<file path="config.mk">
export PLATFORM = sky130hd
export DESIGN_NAME = country_line_parser
export DESIGN_NICKNAME = d
export VERILOG_FILES = /design/src/rtl/clp_pkg.sv /design/src/rtl/clp_in_reg.sv /design/src/rtl/clp_core.sv /design/src/rtl/country_line_parser.sv
export SDC_FILE = /design/constraint.sdc
export NUM_CORES = 1
export LEC_CHECK = 0
export ABC_AREA = 1
export BUFFER_PORTS_ARGS = -buffer_cell sky130_fd_sc_hd__buf_2
export CORE_UTILIZATION = 45
export CTS_CLUSTER_SIZE = 8
export DETAILED_ROUTE_END_ITERATION = 12
export PLACE_DENSITY = 0.65
export SLEW_MARGIN = 20
export SYNTH_ARGS = -nofsm -noshare
export SYNTH_HDL_FRONTEND = slang
export SYNTH_SLANG_ARGS = --single-unit
</file>
<file path="constraint.sdc">
create_clock -name clk -period 3 [get_ports clk]
set_clock_uncertainty 0.15 [all_clocks]
set_input_delay 0.15 -clock clk [delete_from_list [all_inputs] [get_ports clk]]
set_output_delay 0.15 -clock clk [all_outputs]
set_load 0.005 [all_outputs]
</file>
<file path="src/rtl/clp_pkg.sv">
`timescale 1ns / 1ps
`default_nettype none
// ----------------------------------------------------------------------------
// clp_pkg
// Shared constants, codes and types of the country line parser.
// ----------------------------------------------------------------------------
package clp_pkg;

  localparam int NAME_LIMIT = 64;
  localparam int POP_BITS   = 32;

  localparam int CHAR_W     = 8;
  localparam int NAME_CNT_W = $clog2(NAME_LIMIT + 1);
  localparam int NAME_LEN_W = 7;
  localparam int OUT_POP_W  = 32;
  localparam int STATUS_W   = 3;

  localparam logic [CHAR_W-1:0] CH_COMMA   = 8'h2C;
  localparam logic [CHAR_W-1:0] CH_NEWLINE = 8'h0A;
  localparam logic [CHAR_W-1:0] CH_ZERO    = 8'h30;
  localparam logic [CHAR_W-1:0] CH_NINE    = 8'h39;

  localparam logic KIND_NAME    = 1'b0;
  localparam logic KIND_SUMMARY = 1'b1;

  typedef enum logic [STATUS_W-1:0] {
    ST_OK          = 3'd0,
    ST_NO_COMMA    = 3'd1,
    ST_MANY_COMMAS = 3'd2,
    ST_EMPTY_NAME  = 3'd3,
    ST_NAME_LONG   = 3'd4,
    ST_NONDIGIT    = 3'd5,
    ST_EMPTY_POP   = 3'd6,
    ST_OVERFLOW    = 3'd7
  } status_t;

  typedef struct packed {
    logic [CHAR_W-1:0] char_code;
    logic              line_end;
  } item_t;

  typedef struct packed {
    logic                  kind;
    logic [CHAR_W-1:0]     name_byte;
    status_t               status;
    logic [NAME_LEN_W-1:0] name_length;
    logic [OUT_POP_W-1:0]  population;
  } result_t;

endpackage
`default_nettype wire

</file>
<file path="src/rtl/clp_in_reg.sv">
`timescale 1ns / 1ps
`default_nettype none
// ----------------------------------------------------------------------------
// clp_in_reg
// Input register: captures one byte transaction and holds it until the
// parse stage takes it.
// ----------------------------------------------------------------------------
module clp_in_reg (
  input  wire logic                       clk,
  input  wire logic                       rst_n,
  input  wire logic                       in_valid,
  input  wire logic [clp_pkg::CHAR_W-1:0] in_char_code,
  input  wire logic                       in_line_end,
  output logic                            in_stall,
  input  wire logic                       advance,
  output clp_pkg::item_t                  item,
  output logic                            item_valid
);
  import clp_pkg::*;

  item_t item_r;
  logic  valid_r;

  assign in_stall   = valid_r && !advance;
  assign item       = item_r;
  assign item_valid = valid_r;

  always_ff @(posedge clk) begin
    if (!rst_n) begin
      valid_r <= 1'b0;
    end else if (!in_stall) begin
      valid_r <= in_valid;
    end
  end

  always_ff @(posedge clk) begin
    if (!in_stall) begin
      item_r.char_code <= in_char_code;
      item_r.line_end  <= in_line_end;
    end
  end

endmodule
`default_nettype wire

</file>
<file path="src/rtl/clp_core.sv">
`timescale 1ns / 1ps
`default_nettype none
// ----------------------------------------------------------------------------
// clp_core
// Parse stage: line state update, status priority and result register.
// ----------------------------------------------------------------------------
module clp_core (
  input  wire logic             clk,
  input  wire logic             rst_n,
  input  clp_pkg::item_t        item,
  input  wire logic             item_valid,
  output logic                  advance,
  output logic                  out_valid,
  input  wire logic             out_stall,
  output clp_pkg::result_t      result
);
  import clp_pkg::*;

  localparam int WIDE_W = POP_BITS + 4;
  localparam logic [POP_BITS-1:0] POP_MAX = {POP_BITS{1'b1}};

  logic [1:0]            comma_count_r, comma_count_nxt;
  logic [NAME_CNT_W-1:0] name_count_r, name_count_nxt;
  logic [POP_BITS-1:0]   pop_value_r, pop_value_nxt;
  logic                  seen_r, seen_nxt;
  logic                  closed_r, closed_nxt;
  logic                  bad_r, bad_nxt;
  logic                  ovf_r, ovf_nxt;

  result_t               result_r, result_nxt;
  logic                  out_valid_r, out_valid_nxt;
  logic                  produce;
  logic                  take;

  logic                  is_digit;
  logic [3:0]            digit;
  logic [WIDE_W-1:0]     pop_wide;
  logic [WIDE_W-1:0]     pop_next_wide;
  status_t               st;

  assign advance   = !out_valid_r || !out_stall;
  assign take      = item_valid && advance;
  assign out_valid = out_valid_r;
  assign result    = result_r;

  assign is_digit      = (item.char_code >= CH_ZERO) && (item.char_code <= CH_NINE);
  assign digit         = 4'(item.char_code - CH_ZERO);
  assign pop_wide      = WIDE_W'(pop_value_r);
  assign pop_next_wide = (pop_wide << 3) + (pop_wide << 1) + WIDE_W'(digit);

  always_comb begin
    priority if (comma_count_r == 2'd0)                        st = ST_NO_COMMA;
    else if (comma_count_r >= 2'd2)                            st = ST_MANY_COMMAS;
    else if (name_count_r == '0)                               st = ST_EMPTY_NAME;
    else if (name_count_r >= NAME_CNT_W'(NAME_LIMIT))          st = ST_NAME_LONG;
    else if (bad_r)                                            st = ST_NONDIGIT;
    else if (!seen_r)                                          st = ST_EMPTY_POP;
    else if (ovf_r)                                            st = ST_OVERFLOW;
    else                                                       st = ST_OK;
  end

  always_comb begin
    comma_count_nxt = comma_count_r;
    name_count_nxt  = name_count_r;
    pop_value_nxt   = pop_value_r;
    seen_nxt        = seen_r;
    closed_nxt      = closed_r;
    bad_nxt         = bad_r;
    ovf_nxt         = ovf_r;
    produce         = 1'b0;
    result_nxt      = '0;
    result_nxt.status = ST_OK;

    if (take) begin
      priority if (item.line_end) begin
        produce                = 1'b1;
        result_nxt.kind        = KIND_SUMMARY;
        result_nxt.status      = st;
        result_nxt.name_length = NAME_LEN_W'(name_count_r);
        if (st == ST_OK || st == ST_OVERFLOW) begin
          result_nxt.population = OUT_POP_W'(pop_value_r);
        end
        comma_count_nxt = '0;
        name_count_nxt  = '0;
        pop_value_nxt   = '0;
        seen_nxt        = 1'b0;
        closed_nxt      = 1'b0;
        bad_nxt         = 1'b0;
        ovf_nxt         = 1'b0;
      end else if (item.char_code == CH_COMMA) begin
        if (comma_count_r < 2'd2) begin
          comma_count_nxt = comma_count_r + 2'd1;
        end
      end else if (comma_count_r == 2'd0) begin
        if (name_count_r < NAME_CNT_W'(NAME_LIMIT)) begin
          name_count_nxt = name_count_r + NAME_CNT_W'(1);
        end
        produce              = 1'b1;
        result_nxt.kind      = KIND_NAME;
        result_nxt.name_byte = item.char_code;
      end else if (!closed_r) begin
        priority if (item.char_code == CH_NEWLINE) begin
          closed_nxt = 1'b1;
        end else if (is_digit) begin
          seen_nxt = 1'b1;
          if (!bad_r && !ovf_r) begin
            if (pop_next_wide[WIDE_W-1:POP_BITS] != '0) begin
              ovf_nxt       = 1'b1;
              pop_value_nxt = POP_MAX;
            end else begin
              pop_value_nxt = pop_next_wide[POP_BITS-1:0];
            end
          end
        end else begin
          bad_nxt = 1'b1;
        end
      end else begin
        // non-comma bytes after the newline are ignored
      end
    end

    out_valid_nxt = advance ? produce : out_valid_r;
  end

  always_ff @(posedge clk) begin
    if (!rst_n) begin
      comma_count_r <= '0;
      name_count_r  <= '0;
      pop_value_r   <= '0;
      seen_r        <= 1'b0;
      closed_r      <= 1'b0;
      bad_r         <= 1'b0;
      ovf_r         <= 1'b0;
      out_valid_r   <= 1'b0;
    end else begin
      comma_count_r <= comma_count_nxt;
      name_count_r  <= name_count_nxt;
      pop_value_r   <= pop_value_nxt;
      seen_r        <= seen_nxt;
      closed_r      <= closed_nxt;
      bad_r         <= bad_nxt;
      ovf_r         <= ovf_nxt;
      out_valid_r   <= out_valid_nxt;
    end
  end

  always_ff @(posedge clk) begin
    if (advance) begin
      result_r <= result_nxt;
    end
  end

  a_comma_sat: assert property (@(posedge clk) disable iff (!rst_n)
    comma_count_r != 2'd3)
    else $error("comma count past saturation");

  a_name_sat: assert property (@(posedge clk) disable iff (!rst_n)
    name_count_r <= NAME_CNT_W'(NAME_LIMIT))
    else $error("name count past limit");

  a_clear_after_end: assert property (@(posedge clk) disable iff (!rst_n)
    (take && item.line_end) |=> (comma_count_r == 2'd0 && name_count_r == '0 &&
                                 !seen_r && !closed_r && !bad_r && !ovf_r))
    else $error("line state not cleared after terminator");

  a_ovf_value: assert property (@(posedge clk) disable iff (!rst_n)
    ovf_r |-> pop_value_r == POP_MAX)
    else $error("overflow without saturated value");

  a_name_result: assert property (@(posedge clk) disable iff (!rst_n)
    (out_valid_r && result_r.kind == KIND_NAME) |->
      (result_r.status == ST_OK && result_r.population == '0))
    else $error("name byte result carries summary fields");

endmodule
`default_nettype wire

</file>
<file path="src/rtl/country_line_parser.sv">
`timescale 1ns / 1ps
`default_nettype none
// ----------------------------------------------------------------------------
// country_line_parser
// Byte-stream parser for "name,population" lines with per-line summary.
//
//   channel | direction | handshake         | payload
//   in_     | input     | in_valid/in_stall | char_code[7:0], line_end
//   out_    | output    | out_valid/out_stall | kind, name_byte[7:0], status[2:0],
//           |           |                   | name_length[6:0], population[31:0]
//
// One byte per cycle while the output is not stalled; a result passes through
// the input register, then the result register, after its transaction is accepted.
// The population accumulator (x10 + digit and overflow check) is updated
// combinationally for each accepted byte and then registered.
// Reset is synchronous; all line state clears to an empty line.
// A stalled result holds the parse stage, which stalls the input once the
// input register is full.
// ----------------------------------------------------------------------------
module country_line_parser (
  input  wire logic                           clk,
  input  wire logic                           rst_n,
  input  wire logic                           in_valid,
  output logic                                in_stall,
  input  wire logic [clp_pkg::CHAR_W-1:0]     in_char_code,
  input  wire logic                           in_line_end,
  output logic                                out_valid,
  input  wire logic                           out_stall,
  output logic                                out_kind,
  output logic [clp_pkg::CHAR_W-1:0]          out_name_byte,
  output logic [clp_pkg::STATUS_W-1:0]        out_status,
  output logic [clp_pkg::NAME_LEN_W-1:0]      out_name_length,
  output logic [clp_pkg::OUT_POP_W-1:0]       out_population
);
  import clp_pkg::*;

  item_t   item;
  logic    item_valid;
  logic    advance;
  result_t result;

  clp_in_reg u_in_reg (
    .clk          (clk),
    .rst_n        (rst_n),
    .in_valid     (in_valid),
    .in_char_code (in_char_code),
    .in_line_end  (in_line_end),
    .in_stall     (in_stall),
    .advance      (advance),
    .item         (item),
    .item_valid   (item_valid)
  );

  clp_core u_core (
    .clk        (clk),
    .rst_n      (rst_n),
    .item       (item),
    .item_valid (item_valid),
    .advance    (advance),
    .out_valid  (out_valid),
    .out_stall  (out_stall),
    .result     (result)
  );

  assign out_kind        = result.kind;
  assign out_name_byte   = result.name_byte;
  assign out_status      = result.status;
  assign out_name_length = result.name_length;
  assign out_population  = result.population;

endmodule
`default_nettype wire

</file>
## After elaboration in Yosys (flattened, before gate mapping)

Cells that the tools add are included.
W data, S select, Z words.

- $add $sub $neg: 5
- Reduce and logical (&&, ||, !) cells: 32
- Muxes and demuxes: 54
- Eq/ne operators: 8
- Bitwise operators: 2
- Magnitude comparators: 6

Operators by type and width:

| kind | number |
|---|---|
| $mux W32 | 8 |
| $add A35 B33 Y36 | 1 |
| $add A36 B4 Y36 | 1 |
| $mux W1 | 30 |
| $mux W7 | 4 |
| $mux W3 | 7 |
| $reduce_bool A2 Y1 | 7 |
| $reduce_and A6 Y1 | 2 |
| $ne A2 B2 Y1 const B | 5 |
| $mux W9 | 1 |
| $reduce_and A3 Y1 | 3 |
| $eq A8 B4 Y1 const B | 1 |
| $eq A8 B6 Y1 const B | 1 |
| $ge A8 B6 Y1 const B | 1 |
| $le A8 B6 Y1 const B | 1 |
| $mux W8 | 1 |
| $reduce_and A8 Y1 | 1 |
| $add A7 B1 Y7 const B | 1 |
| $ge A7 B7 Y1 const B | 1 |
| $logic_not A7 Y1 | 1 |
| $lt A7 B7 Y1 const B | 1 |
| $reduce_and A7 Y1 | 1 |
| $mux W2 | 3 |
| $logic_not A1 Y1 | 5 |
| 14 further kinds | 19 |

- Output and inout port bits: 53
- Input port bits: 13
- Word-level logic and storage cells: 123
- Register bits after elaboration: 107

## Depth between registers and ports, before layout

- Depth in word-level cells: 11
- Depth in mapped cells: 20
- Depth with buffers taken out: 19

## Modules after synthesis

From an unflattened synthesis, not the netlist that was laid out.

- Cells, all modules: 973
- Area, all modules: 7,287.0 um2

By module, submodules not included:

| module | cells an instance | sequential area each (um2) | area each (um2) | times used |
|---|---|---|---|---|
| clp_core | 957 | 2,452.4 | 6,966.7 | 1 |
| clp_in_reg | 16 | 290.3 | 320.3 | 1 |

## Worst setup path before layout

Ideal clock, no wire load.

- Kind: register -> register
- Start: reg u_in_reg.item_r (netlist bit u_in_reg.item[4])
- End: reg u_core.pop_value_r[19]
- Library setup time: 132 ps
- Data required time: 2,718 ps
- Cell stages (with the launch flop): 19
- Path slack: 57 ps
- Data arrival time: 2,661 ps
- Clock period less this slack: 2,943 ps
- Buffers on the path: 1
- Cells stage by stage: edfxtp_1 > fa_1 > inv_1 > fa_1 > inv_1 > nand2_1 > nand2_1 > nand3_1 > nand2_2 > nand2_1 > nand2_2 > nand2_1 > nand3_1 > nand2_2 > nor2_8 > buf_12 > nand3_2 > nand2_1 > a21oi_1

- Word-level cells in the longest chain between the ends: 11
- Elaborated cells on any way between the ends: 20
- Those cells by class: 2 x add/sub; 2 x order compare; 4 x eq/ne; 8 x mux; 4 x reduce/logical

RTL lines:

| what | line | RTL |
|---|---|---|
| start: declaration | clp_in_reg.sv:21 | `item_t item_r;` |
| $sub A4 B1 Y4 | clp_core.sv:47 | `assign digit = 4'(item.char_code - CH_ZERO);` |
| $add A36 B4 Y36 | clp_core.sv:49 | `assign pop_next_wide = (pop_wide << 3) + (pop_wide << 1) + WIDE_W'(digit);` |
| $reduce_bool A4 Y1 | clp_core.sv:107 | `if (pop_next_wide[WIDE_W-1:POP_BITS] != '0) begin` |
| $mux W32 | clp_core.sv:107 |  |
| $mux W32 | clp_core.sv:106 | `if (!bad_r && !ovf_r) begin` |
| $mux W32 | clp_core.sv:104 | `end else if (is_digit) begin` |
| $mux W32 | clp_core.sv:102 | `priority if (item.char_code == CH_NEWLINE) begin` |
| $mux W32 | clp_core.sv:101 | `end else if (!closed_r) begin` |
| $mux W32 | clp_core.sv:94 | `end else if (comma_count_r == 2'd0) begin` |
| $mux W32 | clp_core.sv:90 | `end else if (item.char_code == CH_COMMA) begin` |
| $mux W32 | clp_core.sv:75 | `priority if (item.line_end) begin` |
| end signal: assignment | clp_core.sv:138 | `pop_value_r <= pop_value_nxt;` |
| end: declaration | clp_core.sv:24 | `logic [POP_BITS-1:0] pop_value_r, pop_value_nxt;` |

Several ways; a longest one is shown, not always the timed one. The select of a mux whose other input is x is not followed.
A chain may end at the register's enable or synchronous reset.

## Worst setup path in the final report

- Start: reg u_in_reg.item_r (netlist bit u_in_reg.item[4])
- End: reg u_core.pop_value_r[26]

Same word-level chain as after synthesis.

==> results.tsv <==
metric	value	unit
outcome	finished, final reports clean	
fin_cells	1310	
die-area	0.0170	mm^2
grt_pass1_wl	28100	um
totalWireLength	18100	um
hp-class	in2reg	
netlist_instances	982	
grt-busiest-layer	met2	
cts.sinks	107	
portBuffers	65	
whs_path_depth	6	
area_growth	18.9	%
nNetsFinal	1171	
rsz0062_at_grt	true	
setup_viol	0	
yosysWarningCount	0	
critical_path.max_fanout	7	
synth.cell_area	0.00742	mm^2
muxShareOfSynthArea	0	%
synth_top_family_by_area	simple AND/OR/NAND/NOR gates	
netlist_top_cells_count	nand2_1, inv_1, nor2_1	
met3_usage	2.57	%
dieHeight	130	um
gr-total-overflow	0	
synth_adder_area_share	11.8	%
cts-root-buf	clkbuf_16	
htreeDepth	3	
min_from	out_stall	
finalHoldViolCount	0	
ys_ff_latch	107	
cpMaxStageDelayCell	fa_1	
die_w	130	um
clk_latency	0.37	ns
rrSetupSlack	0.03	ns
power.internal	2280	uW
criticalPathCategory	reg2reg	
switching_share	24.1	%
yosys.area_share.simple	30.7	%
antenna_found_initial	0	
cts_made_buffers	9	
timing.rr.start	u_in_reg.item[4]	
drive_above_1_share	19.9	%
cpLargestDelayFamily	adder cells	
yosys.area.top_type	edfxtp_1	
crit_arrival	3.05	ns
grt_start_max_net_pins	54	
critical_path.most_common_cell	nand2_2	
antennaDiodeCount	0	
viasPerCell	4.92	
dp.cells	1271	
num_vias	6439	
slew_headroom	54.4	%
place_area	0.00812	mm^2
drcViolationCount	0	
power.density	341	mW/mm^2
combPwrFrac	5.4	%
hold_end	u_core.seen_r	
synth-compound-area-share	7.31	%
p_leak	0.00469	uW
syn_area_per_cell	7.55	um^2
p_clk_share	41.5	%
met1_usage	29.4	%
io_pins	66	
drtIter0Drc	497	
post-route-min-period	2.97	ns
grt_util_met2	34.7	%
stdcell_area	0.00882	mm^2
finalCritPeriodShare	98.9	%
synth-edff-count	60	
synthFlopType	edfxtp_1	
worstPathCellList	fa_1 -> inv_2 -> fa_2 -> inv_1 -> nand2_1 -> nand2_2 -> nand3_2 -> nand2_2 -> nand2_2 -> nand2_2 -> nand2_2 -> nand3_2 -> nand2_2 -> nor2_4 -> buf_12 -> clkbuf_16 -> nand3_2 -> nand2_1 -> a21oi_1	
post-route-util	55.1	%
wl_per_cell	13.8	um
worstSetupEndpointType	flip-flop	
vdd_drop_max	0.247	mV
ys_seq_area_share	37.0	%
synth_nets	1064	
yosysMostFrequentCell	nand2_1	
gp_congestion	0.940	
cpPeakStageDelay	0.59	ns
worstSetupStartpointType	flip-flop	
path_clk_slew	0.07	ns
power	3010	uW
cp.required	3.08	ns
worst_pin_slew	0.684	ns
cts_tree	yes	
yosysUniqueCellTypes	41	
slew_viol_final	0	
start_util	46.3	%
critPathBufInv	4	
fp.coreArea	0.0160	mm^2
r2r_cells	19	
clock_tree.buffer_depth	2	
grt_pass1_vias	5833	
pwr-share-seq	53.1	%
grt_use_total	21.5	%
dp.final_hpwl	12900	um
yosys.area.top_type_share	24.3	%
maxCapViolCount	0	
synth-xor-area-share	2.48	%
p_switching	725	uW
holdWs	0.0925	ns
ant_nets	0	
rows	46	
synthArstFlopShare	0	%
max_freq	337	MHz
rr_endpoint	u_core.pop_value_r[26]	
first_pass_iters	5	
synthTopCellsByArea	edfxtp_1, nand2_1, dfxtp_1, ha_1, inv_1	
power by group through the flow:
stage	Clock, uW	Combinational (uW)	Sequential, uW
3_3_place_gp	0	145	1630
4_1_cts	1270	160	1600
2_1_floorplan	0	77.9	1630
3_5_place_dp	0	146	1630
5_1_grt	1310	182	1600
6_report	1250	164	1600
state kept, by name, indices dropped and copies added, names as in the netlist:
name,cells
u_in_reg.item_valid,1
u_core.out_valid,1
u_core.seen_r,1
u_core.closed_r,1
u_core.ovf_r,1
u_in_reg.item,9
u_core.bad_r,1
u_core.pop_value_r,32
u_core.result,51
u_core.name_count_r,7
u_core.comma_count_r,2
how the worst max path moves through the flow:
stage,end,from,cells past startpoint,slack (ns)
detailed placement,u_core.pop_value_r[18],u_in_reg.item[4],18,-0.14
CTS,u_core.ovf_r,u_in_reg.item[4],19,0.01
finish,u_core.pop_value_r[26],u_in_reg.item[4],19,0.03
floorplan,u_core.pop_value_r[19],u_in_reg.item[4],18,0.06
global route,u_core.pop_value_r[11],u_in_reg.item[4],20,-0.11
global placement,u_core.pop_value_r[18],u_in_reg.item[4],18,-0.08
logic make-up after synthesis:
group,after synthesis
AND/OR/NAND/NOR,498
buffers and inverters,188
flip-flops,107
AO/OA/AOI/OAI,99
adder cells (fa/ha/maj),69
XOR/XNOR,21
cells in the final DEF (no fill, tap or decap), drive strengths merged:
master,synthesis,final
nor4,8,8
a22oi,1,1
xor2,7,7
nand3,57,57
nand4,5,5
nor3,10,10
o31ai,1,1
clkinvlp,0,1
clkbuf,8,13
o21ai,14,14
nor2,109,109
xnor2,14,14
ha,67,67
a21o,2,2
nor3b,1,1
buf,12,101
dfxtp,47,47
or4,1,1
o21bai,3,3
a211oi,2,2
fa,2,2
dlygate4sd3,0,12
o21a,2,2
a21oi,74,74
nand2,301,301
clkinv,2,3
and2,1,1
nand3b,5,5
inv,166,170
edfxtp,60,60
timing repair:
item                       CTS  global route
pin swaps                    5            11
hold endpoints to repair    12             0
setup endpoints to repair   33            33
hold buffers                12             0
gates resized for setup      9            27
buffers inserted             5             3
gates cloned                 2             4
layer usage:
metal / wire (um) / up-vias
met2: 8340 / 142
met5: 0 / -
met4: 320 / 0
met1: 8760 / 2941
li1: - / 3335
met3: 660 / 21
area by class of cell:
class | instances | area (um^2)
clock buffer | 10 | 250
clock inverter | 6 | 61.3
fill | 1542 | 7180
inverter | 168 | 631
multi-input combinational | 687 | 4010
sequential | 107 | 2750
tap | 216 | 270
timing repair buffer | 116 | 856
per-stage QoR:
| stage | setup WS, ns | TNS (ns) |
|---|---|---|
| after floorplan | 0.0571 | 0 |
| after global placement | -0.0846 | -1.57 |
| after detailed placement | -0.135 | -3.27 |
| after CTS | 0.0100 | 0 |
| after global routing | -0.107 | -2.84 |
| final | 0.0327 | 0 |
worst register-to-register path, delay by kind of cell (launching register included):
| kind | cells | cell delay (ns) |
|---|---|---|
| fa+ha+maj | 2 | 0.92 |
| simple gates | 12 | 0.86 |
| compound gates | 1 | 0.06 |
| buf+inv | 4 | 0.44 |
| flops | 1 | 0.42 |
No activity file was read; power rests on OpenSTA's default activity.
